<file path="src/rtl/eeseq_pkg.sv">
// Shared types and constants for the SPI EEPROM transfer sequencer.
`timescale 1ns / 1ps
package eeseq_pkg;

    localparam int PAGE_BYTES      = 64;     // power of two
    localparam int MEMORY_BYTES    = 32768;
    localparam int QUEUE_DEPTH_DEF = 4;

    localparam int ADDR_W  = 16;
    localparam int CNT_W   = 16;
    localparam int PG_W    = $clog2(PAGE_BYTES + 1);
    localparam int OFS_W   = $clog2(PAGE_BYTES);
    localparam int S_DATA_W = 48;
    localparam int M_DATA_W = 24;

    localparam logic [7:0] STATUS_OPCODE = 8'h05;
    localparam logic [7:0] POLL_DUMMY    = 8'hFF;
    localparam int         BUSY_BIT      = 0;

    localparam logic [7:0] RESET_READ_OP  = 8'h03;
    localparam logic [7:0] RESET_WRITE_OP = 8'h02;
    localparam logic [7:0] RESET_WEN_OP   = 8'h06;

    typedef enum logic [1:0] {
        ACT_START_READ  = 2'd0,
        ACT_START_WRITE = 2'd1,
        ACT_BYTE_DONE   = 2'd2,
        ACT_NONE        = 2'd3
    } action_t;

    typedef enum logic [1:0] {
        CFG_READ_OP  = 2'd0,
        CFG_WRITE_OP = 2'd1,
        CFG_WEN_OP   = 2'd2,
        CFG_UNUSED   = 2'd3
    } cfg_index_t;

    typedef enum logic [1:0] {
        KIND_START_RD = 2'd0,
        KIND_START_WR = 2'd1,
        KIND_BYTE     = 2'd2
    } kind_t;

    // classified transaction held in the queue
    typedef struct packed {
        kind_t              kind;
        logic               no_bus;   // start that ends at once (error or empty)
        logic [ADDR_W-1:0]  start_address;
        logic [CNT_W-1:0]   byte_count;
        logic [7:0]         received_byte;
        logic [7:0]         write_data;
    } item_t;

    typedef struct packed {
        logic  valid;
        item_t item;
    } head_t;

    // result word, send_valid in bit 0
    typedef struct packed {
        logic [1:0] pad;
        logic       error;
        logic       done_res;
        logic       data_taken;
        logic [7:0] read_byte;
        logic       read_valid;
        logic       select_active;
        logic [7:0] send_byte;
        logic       send_valid;
    } out_t;

endpackage

</file>
<file path="src/rtl/eeseq_front.sv">
// Front end: classifies transactions, queues all but ACT_NONE for the sequencer.
`timescale 1ns / 1ps
module eeseq_front #(
    parameter int QUEUE_DEPTH = eeseq_pkg::QUEUE_DEPTH_DEF
) (
    input  logic                               aclk,
    input  logic                               aresetn,
    input  logic                               s_tvalid,
    output logic                               s_tready,
    input  logic [eeseq_pkg::S_DATA_W-1:0]     s_tdata,
    input  logic [1:0]                         s_tuser,
    output eeseq_pkg::head_t                   head,
    input  logic                               pop
);
    import eeseq_pkg::*;

    localparam int PTR_W   = (QUEUE_DEPTH > 1) ? $clog2(QUEUE_DEPTH) : 1;
    localparam int COUNT_W = $clog2(QUEUE_DEPTH + 1);

    item_t              mem [QUEUE_DEPTH];
    logic [PTR_W-1:0]   wr_ptr_reg, wr_ptr_next;
    logic [PTR_W-1:0]   rd_ptr_reg, rd_ptr_next;
    logic [COUNT_W-1:0] count_reg, count_next;

    logic              push;
    logic              keep;
    item_t             cls;
    logic [ADDR_W-1:0] addr;
    logic [CNT_W-1:0]  cnt;
    logic [ADDR_W:0]   end_addr;
    logic              do_pop;

    assign addr     = s_tdata[ADDR_W-1:0];
    assign cnt      = s_tdata[ADDR_W+CNT_W-1:ADDR_W];
    assign end_addr = {1'b0, addr} + {1'b0, cnt};

    always_comb begin
        cls.start_address = addr;
        cls.byte_count    = cnt;
        cls.received_byte = s_tdata[ADDR_W+CNT_W+7:ADDR_W+CNT_W];
        cls.write_data    = s_tdata[ADDR_W+CNT_W+15:ADDR_W+CNT_W+8];
        cls.kind          = KIND_BYTE;
        cls.no_bus        = 1'b0;
        keep              = 1'b1;
        unique case (action_t'(s_tuser))
            ACT_START_READ: begin
                cls.kind   = KIND_START_RD;
                cls.no_bus = (cnt == '0);
            end
            ACT_START_WRITE: begin
                cls.kind   = KIND_START_WR;
                cls.no_bus = (end_addr > (ADDR_W+1)'(MEMORY_BYTES)) || (cnt == '0);
            end
            ACT_BYTE_DONE: cls.kind = KIND_BYTE;
            default: keep = 1'b0;
        endcase
    end

    assign s_tready   = (count_reg != COUNT_W'(QUEUE_DEPTH));
    assign push       = s_tvalid && s_tready && keep;
    assign head.valid = (count_reg != '0);
    assign head.item  = mem[rd_ptr_reg];
    assign do_pop     = pop && head.valid;

    always_comb begin
        wr_ptr_next = wr_ptr_reg;
        rd_ptr_next = rd_ptr_reg;
        count_next  = count_reg;
        if (push) begin
            wr_ptr_next = (wr_ptr_reg == PTR_W'(QUEUE_DEPTH - 1)) ? '0 : wr_ptr_reg + 1'b1;
        end
        if (do_pop) begin
            rd_ptr_next = (rd_ptr_reg == PTR_W'(QUEUE_DEPTH - 1)) ? '0 : rd_ptr_reg + 1'b1;
        end
        if (push && !do_pop) begin
            count_next = count_reg + 1'b1;
        end else if (!push && do_pop) begin
            count_next = count_reg - 1'b1;
        end
    end

    always_ff @(posedge aclk) begin
        if (!aresetn) begin
            wr_ptr_reg <= '0;
            rd_ptr_reg <= '0;
            count_reg  <= '0;
        end else begin
            wr_ptr_reg <= wr_ptr_next;
            rd_ptr_reg <= rd_ptr_next;
            count_reg  <= count_next;
        end
    end

    always_ff @(posedge aclk) begin
        if (push) begin
            mem[wr_ptr_reg] <= cls;
        end
    end

endmodule

</file>
<file path="src/rtl/eeseq_back.sv">
// Back end: transfer sequencer state machine, configuration registers and output register.
`timescale 1ns / 1ps
module eeseq_back (
    input  logic                           aclk,
    input  logic                           aresetn,
    input  eeseq_pkg::head_t               head,
    output logic                           pop,
    output logic                           m_tvalid,
    input  logic                           m_tready,
    output logic [eeseq_pkg::M_DATA_W-1:0] m_tdata,
    output logic                           m_tlast,
    input  logic                           cfg_valid,
    output logic                           cfg_ready,
    input  logic [1:0]                     cfg_index,
    input  logic [7:0]                     cfg_data
);
    import eeseq_pkg::*;

    typedef enum logic [9:0] {
        PH_IDLE     = 10'b00_0000_0001,
        PH_POLL_RD  = 10'b00_0000_0010,
        PH_POLL_WEN = 10'b00_0000_0100,
        PH_WEN      = 10'b00_0000_1000,
        PH_POLL_WR  = 10'b00_0001_0000,
        PH_OPCODE   = 10'b00_0010_0000,
        PH_ADDR_HI  = 10'b00_0100_0000,
        PH_ADDR_LO  = 10'b00_1000_0000,
        PH_RD_DATA  = 10'b01_0000_0000,
        PH_WR_DATA  = 10'b10_0000_0000
    } phase_t;

    function automatic out_t sending(input logic [7:0] b);
        out_t r;
        r               = '0;
        r.send_valid    = 1'b1;
        r.send_byte     = b;
        r.select_active = 1'b1;
        return r;
    endfunction

    function automatic logic [PG_W-1:0] page_len(input logic [ADDR_W-1:0] a,
                                                 input logic [CNT_W-1:0] rem);
        logic [PG_W-1:0] pg;
        pg = PG_W'(PAGE_BYTES) - PG_W'(a[OFS_W-1:0]);
        if (CNT_W'(pg) > rem) begin
            pg = PG_W'(rem);
        end
        return pg;
    endfunction

    phase_t            phase_reg, phase_next;
    logic              is_write_reg, is_write_next;
    logic [ADDR_W-1:0] addr_reg, addr_next;
    logic [CNT_W-1:0]  rem_reg, rem_next;
    logic [PG_W-1:0]   page_reg, page_next;
    logic              skip_reg, skip_next;
    logic              sub_reg, sub_next;
    logic [7:0]        read_op_reg, write_op_reg, wen_op_reg;
    logic              m_valid_reg, m_valid_next;
    out_t              m_data_reg;
    logic              m_last_reg;

    logic [1:0]        n_res;
    out_t              r0, r1;
    logic              wstep;
    logic              out_free;
    logic              load_out;
    logic              use_r1;
    logic              commit;
    logic [CNT_W-1:0]  rem_dec;
    item_t             it;

    assign it       = head.item;
    assign rem_dec  = rem_reg - 1'b1;
    assign out_free = !m_valid_reg || m_tready;

    // result words and next state for the transaction at the queue head
    always_comb begin
        n_res         = 2'd0;
        r0            = '0;
        r1            = '0;
        wstep         = 1'b0;
        phase_next    = phase_reg;
        is_write_next = is_write_reg;
        addr_next     = addr_reg;
        rem_next      = rem_reg;
        page_next     = page_reg;
        skip_next     = skip_reg;
        if (it.kind == KIND_START_RD || it.kind == KIND_START_WR) begin
            if (phase_reg == PH_IDLE) begin
                addr_next     = it.start_address;
                rem_next      = it.byte_count;
                is_write_next = (it.kind == KIND_START_WR);
                n_res         = 2'd1;
                if (it.no_bus) begin
                    r0.done_res = 1'b1;
                    r0.error    = (it.kind == KIND_START_WR);
                end else begin
                    r0        = sending(STATUS_OPCODE);
                    skip_next = 1'b1;
                    if (it.kind == KIND_START_WR) begin
                        page_next  = page_len(it.start_address, it.byte_count);
                        phase_next = PH_POLL_WEN;
                    end else begin
                        phase_next = PH_POLL_RD;
                    end
                end
            end
        end else begin
            unique case (phase_reg) inside
                PH_IDLE: n_res = 2'd0;
                PH_POLL_RD, PH_POLL_WEN, PH_POLL_WR: begin
                    if (skip_reg || it.received_byte[BUSY_BIT]) begin
                        skip_next = 1'b0;
                        n_res     = 2'd1;
                        r0        = sending(POLL_DUMMY);
                    end else begin
                        n_res = 2'd2;
                        if (phase_reg == PH_POLL_RD) begin
                            r1         = sending(read_op_reg);
                            phase_next = PH_OPCODE;
                        end else if (phase_reg == PH_POLL_WEN) begin
                            r1         = sending(wen_op_reg);
                            phase_next = PH_WEN;
                        end else begin
                            r1         = sending(write_op_reg);
                            phase_next = PH_OPCODE;
                        end
                    end
                end
                PH_WEN: begin
                    n_res      = 2'd2;
                    r1         = sending(STATUS_OPCODE);
                    skip_next  = 1'b1;
                    phase_next = PH_POLL_WR;
                end
                PH_OPCODE: begin
                    n_res      = 2'd1;
                    r0         = sending(addr_reg[15:8]);
                    phase_next = PH_ADDR_HI;
                end
                PH_ADDR_HI: begin
                    n_res      = 2'd1;
                    r0         = sending(addr_reg[7:0]);
                    phase_next = PH_ADDR_LO;
                end
                PH_ADDR_LO: begin
                    if (is_write_reg) begin
                        wstep = 1'b1;
                    end else begin
                        n_res      = 2'd1;
                        r0         = sending(8'h00);
                        phase_next = PH_RD_DATA;
                    end
                end
                PH_RD_DATA: begin
                    n_res     = 2'd1;
                    rem_next  = rem_dec;
                    addr_next = addr_reg + 1'b1;
                    if (rem_dec != '0) begin
                        r0 = sending(8'h00);
                    end else begin
                        r0.done_res = 1'b1;
                        phase_next  = PH_IDLE;
                    end
                    r0.read_valid = 1'b1;
                    r0.read_byte  = it.received_byte;
                end
                PH_WR_DATA: wstep = 1'b1;
                default: phase_next = PH_IDLE;
            endcase
            if (wstep) begin
                if (page_reg != '0) begin
                    n_res         = 2'd1;
                    r0            = sending(it.write_data);
                    r0.data_taken = 1'b1;
                    page_next     = page_reg - 1'b1;
                    rem_next      = rem_dec;
                    addr_next     = addr_reg + 1'b1;
                    phase_next    = PH_WR_DATA;
                end else if (rem_reg == '0) begin
                    n_res       = 2'd1;
                    r0.done_res = 1'b1;
                    phase_next  = PH_IDLE;
                end else begin
                    n_res      = 2'd2;
                    r1         = sending(STATUS_OPCODE);
                    page_next  = page_len(addr_reg, rem_reg);
                    skip_next  = 1'b1;
                    phase_next = PH_POLL_WEN;
                end
            end
        end
    end

    // issue: one result word per cycle while the output register is free, state committed with the last one
    always_comb begin
        pop      = 1'b0;
        commit   = 1'b0;
        load_out = 1'b0;
        use_r1   = 1'b0;
        sub_next = sub_reg;
        if (head.valid) begin
            unique case (n_res)
                2'd0: begin
                    pop    = 1'b1;
                    commit = 1'b1;
                end
                2'd1: begin
                    if (out_free) begin
                        load_out = 1'b1;
                        pop      = 1'b1;
                        commit   = 1'b1;
                    end
                end
                2'd2: begin
                    if (out_free) begin
                        load_out = 1'b1;
                        if (sub_reg) begin
                            use_r1   = 1'b1;
                            pop      = 1'b1;
                            commit   = 1'b1;
                            sub_next = 1'b0;
                        end else begin
                            sub_next = 1'b1;
                        end
                    end
                end
                default: begin
                    pop    = 1'b1;
                    commit = 1'b1;
                end
            endcase
        end
    end

    always_comb begin
        m_valid_next = m_valid_reg;
        if (load_out) begin
            m_valid_next = 1'b1;
        end else if (m_tready) begin
            m_valid_next = 1'b0;
        end
    end

    always_ff @(posedge aclk) begin
        if (!aresetn) begin
            phase_reg    <= PH_IDLE;
            skip_reg     <= 1'b0;
            sub_reg      <= 1'b0;
            m_valid_reg  <= 1'b0;
            read_op_reg  <= RESET_READ_OP;
            write_op_reg <= RESET_WRITE_OP;
            wen_op_reg   <= RESET_WEN_OP;
        end else begin
            sub_reg     <= sub_next;
            m_valid_reg <= m_valid_next;
            if (commit) begin
                phase_reg <= phase_next;
                skip_reg  <= skip_next;
            end
            if (cfg_valid) begin
                unique case (cfg_index_t'(cfg_index))
                    CFG_READ_OP:  read_op_reg  <= cfg_data;
                    CFG_WRITE_OP: write_op_reg <= cfg_data;
                    CFG_WEN_OP:   wen_op_reg   <= cfg_data;
                    default: ;
                endcase
            end
        end
    end

    always_ff @(posedge aclk) begin
        if (commit) begin
            is_write_reg <= is_write_next;
            addr_reg     <= addr_next;
            rem_reg      <= rem_next;
            page_reg     <= page_next;
        end
        if (load_out) begin
            m_data_reg <= use_r1 ? r1 : r0;
            m_last_reg <= use_r1 || (n_res == 2'd1);
        end
    end

    assign cfg_ready = 1'b1;
    assign m_tvalid  = m_valid_reg;
    assign m_tdata   = m_data_reg;
    assign m_tlast   = m_last_reg;

endmodule

</file>
<file path="src/rtl/spi_eeprom_transfer_sequencer.sv">
// Top level of the SPI EEPROM transfer sequencer.
// A transaction is registered in the input queue, its result in the output register.
// Throughput: one result word per cycle while the output register is free; a transaction
// that yields two results holds the sequencer until both are issued; the queue keeps
// taking transactions until full. Transactions that yield no result leave the queue.
// Reset (aresetn low, synchronous): queue emptied, sequencer idle, opcodes back to 3, 2, 6.
`timescale 1ns / 1ps
module spi_eeprom_transfer_sequencer #(
    parameter int QUEUE_DEPTH = eeseq_pkg::QUEUE_DEPTH_DEF
) (
    input  logic                           aclk,
    input  logic                           aresetn,
    input  logic                           s_tvalid,
    output logic                           s_tready,
    // start_address[15:0], byte_count[31:16], received_byte[39:32], write_data[47:40]
    input  logic [eeseq_pkg::S_DATA_W-1:0] s_tdata,
    // action[1:0]
    input  logic [1:0]                     s_tuser,
    output logic                           m_tvalid,
    input  logic                           m_tready,
    // send_valid[0], send_byte[8:1], select_active[9], read_valid[10], read_byte[18:11],
    // data_taken[19], done_res[20], error[21], zero[23:22]
    output logic [eeseq_pkg::M_DATA_W-1:0] m_tdata,
    output logic                           m_tlast,
    input  logic                           cfg_valid,
    output logic                           cfg_ready,
    input  logic [1:0]                     cfg_index,
    input  logic [7:0]                     cfg_data
);
    import eeseq_pkg::*;

    head_t head;
    logic  pop;

    eeseq_front #(
        .QUEUE_DEPTH(QUEUE_DEPTH)
    ) u_front (
        .aclk     (aclk),
        .aresetn  (aresetn),
        .s_tvalid (s_tvalid),
        .s_tready (s_tready),
        .s_tdata  (s_tdata),
        .s_tuser  (s_tuser),
        .head     (head),
        .pop      (pop)
    );

    eeseq_back u_back (
        .aclk      (aclk),
        .aresetn   (aresetn),
        .head      (head),
        .pop       (pop),
        .m_tvalid  (m_tvalid),
        .m_tready  (m_tready),
        .m_tdata   (m_tdata),
        .m_tlast   (m_tlast),
        .cfg_valid (cfg_valid),
        .cfg_ready (cfg_ready),
        .cfg_index (cfg_index),
        .cfg_data  (cfg_data)
    );

endmodule

</file>
<file path="config.mk">
export PLATFORM = sky130hd
export DESIGN_NAME = spi_eeprom_transfer_sequencer
export DESIGN_NICKNAME = d
export VERILOG_FILES = /design/src/rtl/eeseq_pkg.sv /design/src/rtl/eeseq_front.sv /design/src/rtl/eeseq_back.sv /design/src/rtl/spi_eeprom_transfer_sequencer.sv
export SDC_FILE = /design/constraint.sdc
export NUM_CORES = 1
export LEC_CHECK = 0
export BUFFER_PORTS_ARGS = -buffer_cell sky130_fd_sc_hd__clkbuf_2
export CORE_ASPECT_RATIO = 2
export CORE_MARGIN = 2
export CORE_UTILIZATION = 25
export CTS_CLUSTER_DIAMETER = 200
export DETAILED_ROUTE_END_ITERATION = 6
export PLACE_DENSITY = 0.4
export REMOVE_ABC_BUFFERS = 1
export SLEW_MARGIN = 10
export SYNTH_ARGS = -nofsm -noshare
export SYNTH_HDL_FRONTEND = slang
export SYNTH_SLANG_ARGS = --single-unit
</file>
<file path="constraint.sdc">
create_clock -name aclk -period 9.2 [get_ports aclk]
set_input_delay 1.38 -clock aclk [delete_from_list [all_inputs] [get_ports aclk]]
set_output_delay 1.38 -clock aclk [all_outputs]
set_load 0.05 [all_outputs]
</file>
==> results.md <==
- Status: finished, final reports clean
- Worst Path Required: 9390 ps
- Most used DFF post-synth: edfxtp_1
- Vias: 9,283
- Synth Area in Compound Gates: 8.05%
- Slew @ Worst Pin: 1080 ps
- Clock sinks: 312
- Initial Util: 25.3%
- Post-CTS Hold Fix Bufs: 0
- Simple-gate area share of the yosys netlist: 11.8%
- Async S/R FF share, synth: 0%
- Max_slew headroom: 28.1%
- Largest fanout on the critical path: 10
- Chip Height: 349 um
- Hold Vio Cnt, Final: 0
- Reg2reg start: u_back.phase_reg[1]
- Ys Warns: 0
- F_max: 196 MHz
- Min Tclk post-route: 5110 ps
- TNS Setup: 0 ps
- Maximum vdd drop: 163 uV
- Sw frac: 36.4%
- Clock power share: 25.3%
- Min-delay worst type: flop to flop
- Remaining DRCs: 0
- Worst hold start: u_back.write_op_reg[1]
- Clk Latency, worst-skew pair: 590 ps
- CP Capture Type: flop
- Mux cell area share after synthesis: 10.7%
- Most frequent cells in the layout: edfxtp_1 (266), clkbuf_2 (89), nand2_1 (76), o21ai_0 (65), nor2_1 (64)
- Cell count after synthesis: 1,127
- Synth Area in Adders: 3.96%
- Seq pwr share: 40.6%
- Syn avg cell area: 13.2 sq um
- Endpoints failing setup: 0
- Psw: 1.87 mW
- GR Overflow Total: 0
- Fin cells: 1,999
- EDFF count, synth: 266
- WHS Path Cells: 2
- Post-Synth XOR/XNOR Area: 3.23%
- FILL cells: 6,057
- RSZ-0062 raised after global routing: false
- Total setup buffers inserted after CTS: 0
- Clock Tree Buf Depth: 3
- Final Routed Wirelength: 40.7 mm
- Worst Path Arrival: 5300 ps
- Total GRT Usage: 13.3%
- Largest family of logic cells by synthesized area: simple AND/OR/NAND/NOR gates
- Diode count: 0
- Worst R2R End: u_back.page_reg[4]
- Cell row count: 126
- Io pins: 93
- Max reg flops: 204
- Core Region: 0.0590 sq mm
- Logic pwr share: 34.2%
- Post-CTS Resized: 0
- CTS Buf Count: 30
- Hold Path End: u_back.write_op_reg[1]
- Detail Placement HPWL: 29.2 mm
- Die area: 0.0617 sq mm
- Final Power: 5.14 mW
- PortBufs: 89
- Critical path class: flop to flop
- H-tree level count: 1
- Internal power: 3.27 mW
- Post-DR wirelength/cell: 20.4 um
- Leak: 5.89 nW
- Share of layout cells above drive strength 1: 19.0%
- R2R depth: 12
- Root Driver: clkbuf_16
- Synth Cell Area: 0.0149 sq mm
- Biggest register: u_front.mem
- Synthesis-stage register bit count: 312
- Area grow syn2layout: 15.7%
- Initial antenna violation count: 0
- Largest net degree at the start of global routing: 74
- CP startpoint kind: flop
- CTS tree: done
- Placer congestion estimate: 0.826
- Chip width: 177 um
- Final Max Tran Viols: 0
- Clock Skews: 22.4 ps
- CTS clock-pin slew for the worst setup and hold paths: 70 ps
- Seq/Total Area, Yosys: 59.8%
- Vias in the first global route: 9,804
- Nets: 1,320
- Drt first pass iters: 5
- Max cap viols: 0
- First-pass GRT wire length: 61.2 mm
- Post-Place Cells: 1,945
- Most common cell after layout, fill and taps aside: edfxtp_1
- DRT antenna net count: 0
- Post-synth cell types: 73
- Vias per inst: 4.64
- Pwr Density: 298 mW/mm^2
- Crit share post-route: 55.6%
- 1st-iter DRT viols: 518
- Reg2reg setup slack: 4090 ps
-- synthesized netlist by cell type, types with 8 or more instances --
cell      number  area [sq um]
nor4_1        12          75.1
o21ai_1       13          65.1
a22o_1         9          78.8
xor2_1        22           193
dfxtp_1       46           921
nor3b_1        8          60.1
nor3_1        21           105
o21ai_0       65           325
nor2_1        64           240
mux2i_1       42           420
nand4_1        9          56.3
nand3_1       32           160
edfxtp_1     266          7990
and3_1         9          56.3
or3_1          8          50.1
mux4_2        50          1130
o22ai_1       10          62.6
nor2b_1       38           238
inv_1         36           135
a21oi_1       44           220
and2_1        13          81.3
clkbuf_1      35           131
ha_1          44           551
nand2_1       76           285
xnor2_1       33           289
-- layout make-up --
class / instances / area [sq um] / area share [%]
multi-input combinational: 726 / 5670 / 32.9
timing repair buffer: 103 / 551 / 3.19
inverter: 36 / 135 / 0.783
clock buffer: 33 / 783 / 4.54
tap: 768 / 961 / 5.57
sequential: 312 / 8910 / 51.7
clock inverter: 21 / 241 / 1.40
-- worst max-delay path, cell delays in order, from the launching register on --
cell	delay, ps
dfxtp_1	390
or4_4	550
or4_1	560
inv_1	120
and3_1	420
nor4b_1	160
a211o_1	330
and2_1	150
ha_1	330
a21oi_1	50
o21ai_0	460
inv_1	280
nor3_1	890
-- stage by stage --
step | hold slack [ps] | setup slack, ps | cell area [sq um] | util (%)
floorplan | 441 | 1480 | 14700 | -
detailed placement | 470 | 3640 | 16200 | 27.5
global route | 510 | 3740 | 17300 | 29.3
finish | 486 | 4090 | 17300 | 29.3
global placement | 458 | 3730 | 16200 | 27.5
CTS | 487 | 3630 | 17300 | 29.3
-- power by group through the flow --
stage               logic, mW  clock network, mW  registers [mW]
global route             1.95               1.40            2.12
floorplan                1.08                  0            2.24
finish                   1.76               1.30            2.09
detailed placement       1.80                  0            2.12
CTS                      1.81               1.35            2.09
global placement         1.80                  0            2.12
-- routing by layer --
metal | wire length [um] | vias to the layer above | GRT usage, %
li1 | - | 4438 | -
met1 | 15200 | 4613 | 14.0
met2 | 22800 | 171 | 26.1
met3 | 1170 | 61 | 1.45
met4 | 1510 | 0 | 5.62
met5 | 0 | - | 0
-- cell families after synthesis --
group           after synthesis
flops                       312
simple gates                331
buf+inv                      90
xor+xnor                     55
mux                          96
compound gates              195
other cells                   2
fa+ha+maj                    46
-- how the worst max path moves through the flow --
stage | cells past startpoint | startpoint | to | slack [ps]
after global placement | 11 | u_back.phase_reg[5] | u_back.addr_reg[13] | 3730
after floorplan | 8 | flop | u_back.addr_reg[0] | 1480
final | 12 | u_back.phase_reg[1] | u_back.page_reg[4] | 4090
after detailed placement | 11 | u_back.phase_reg[5] | u_back.addr_reg[13] | 3640
after CTS | 11 | u_back.phase_reg[5] | u_back.addr_reg[13] | 3630
after global routing | 13 | u_back.rem_reg[0] | u_back.rem_reg[14] | 3740
(Power assumes the default switching activity.)
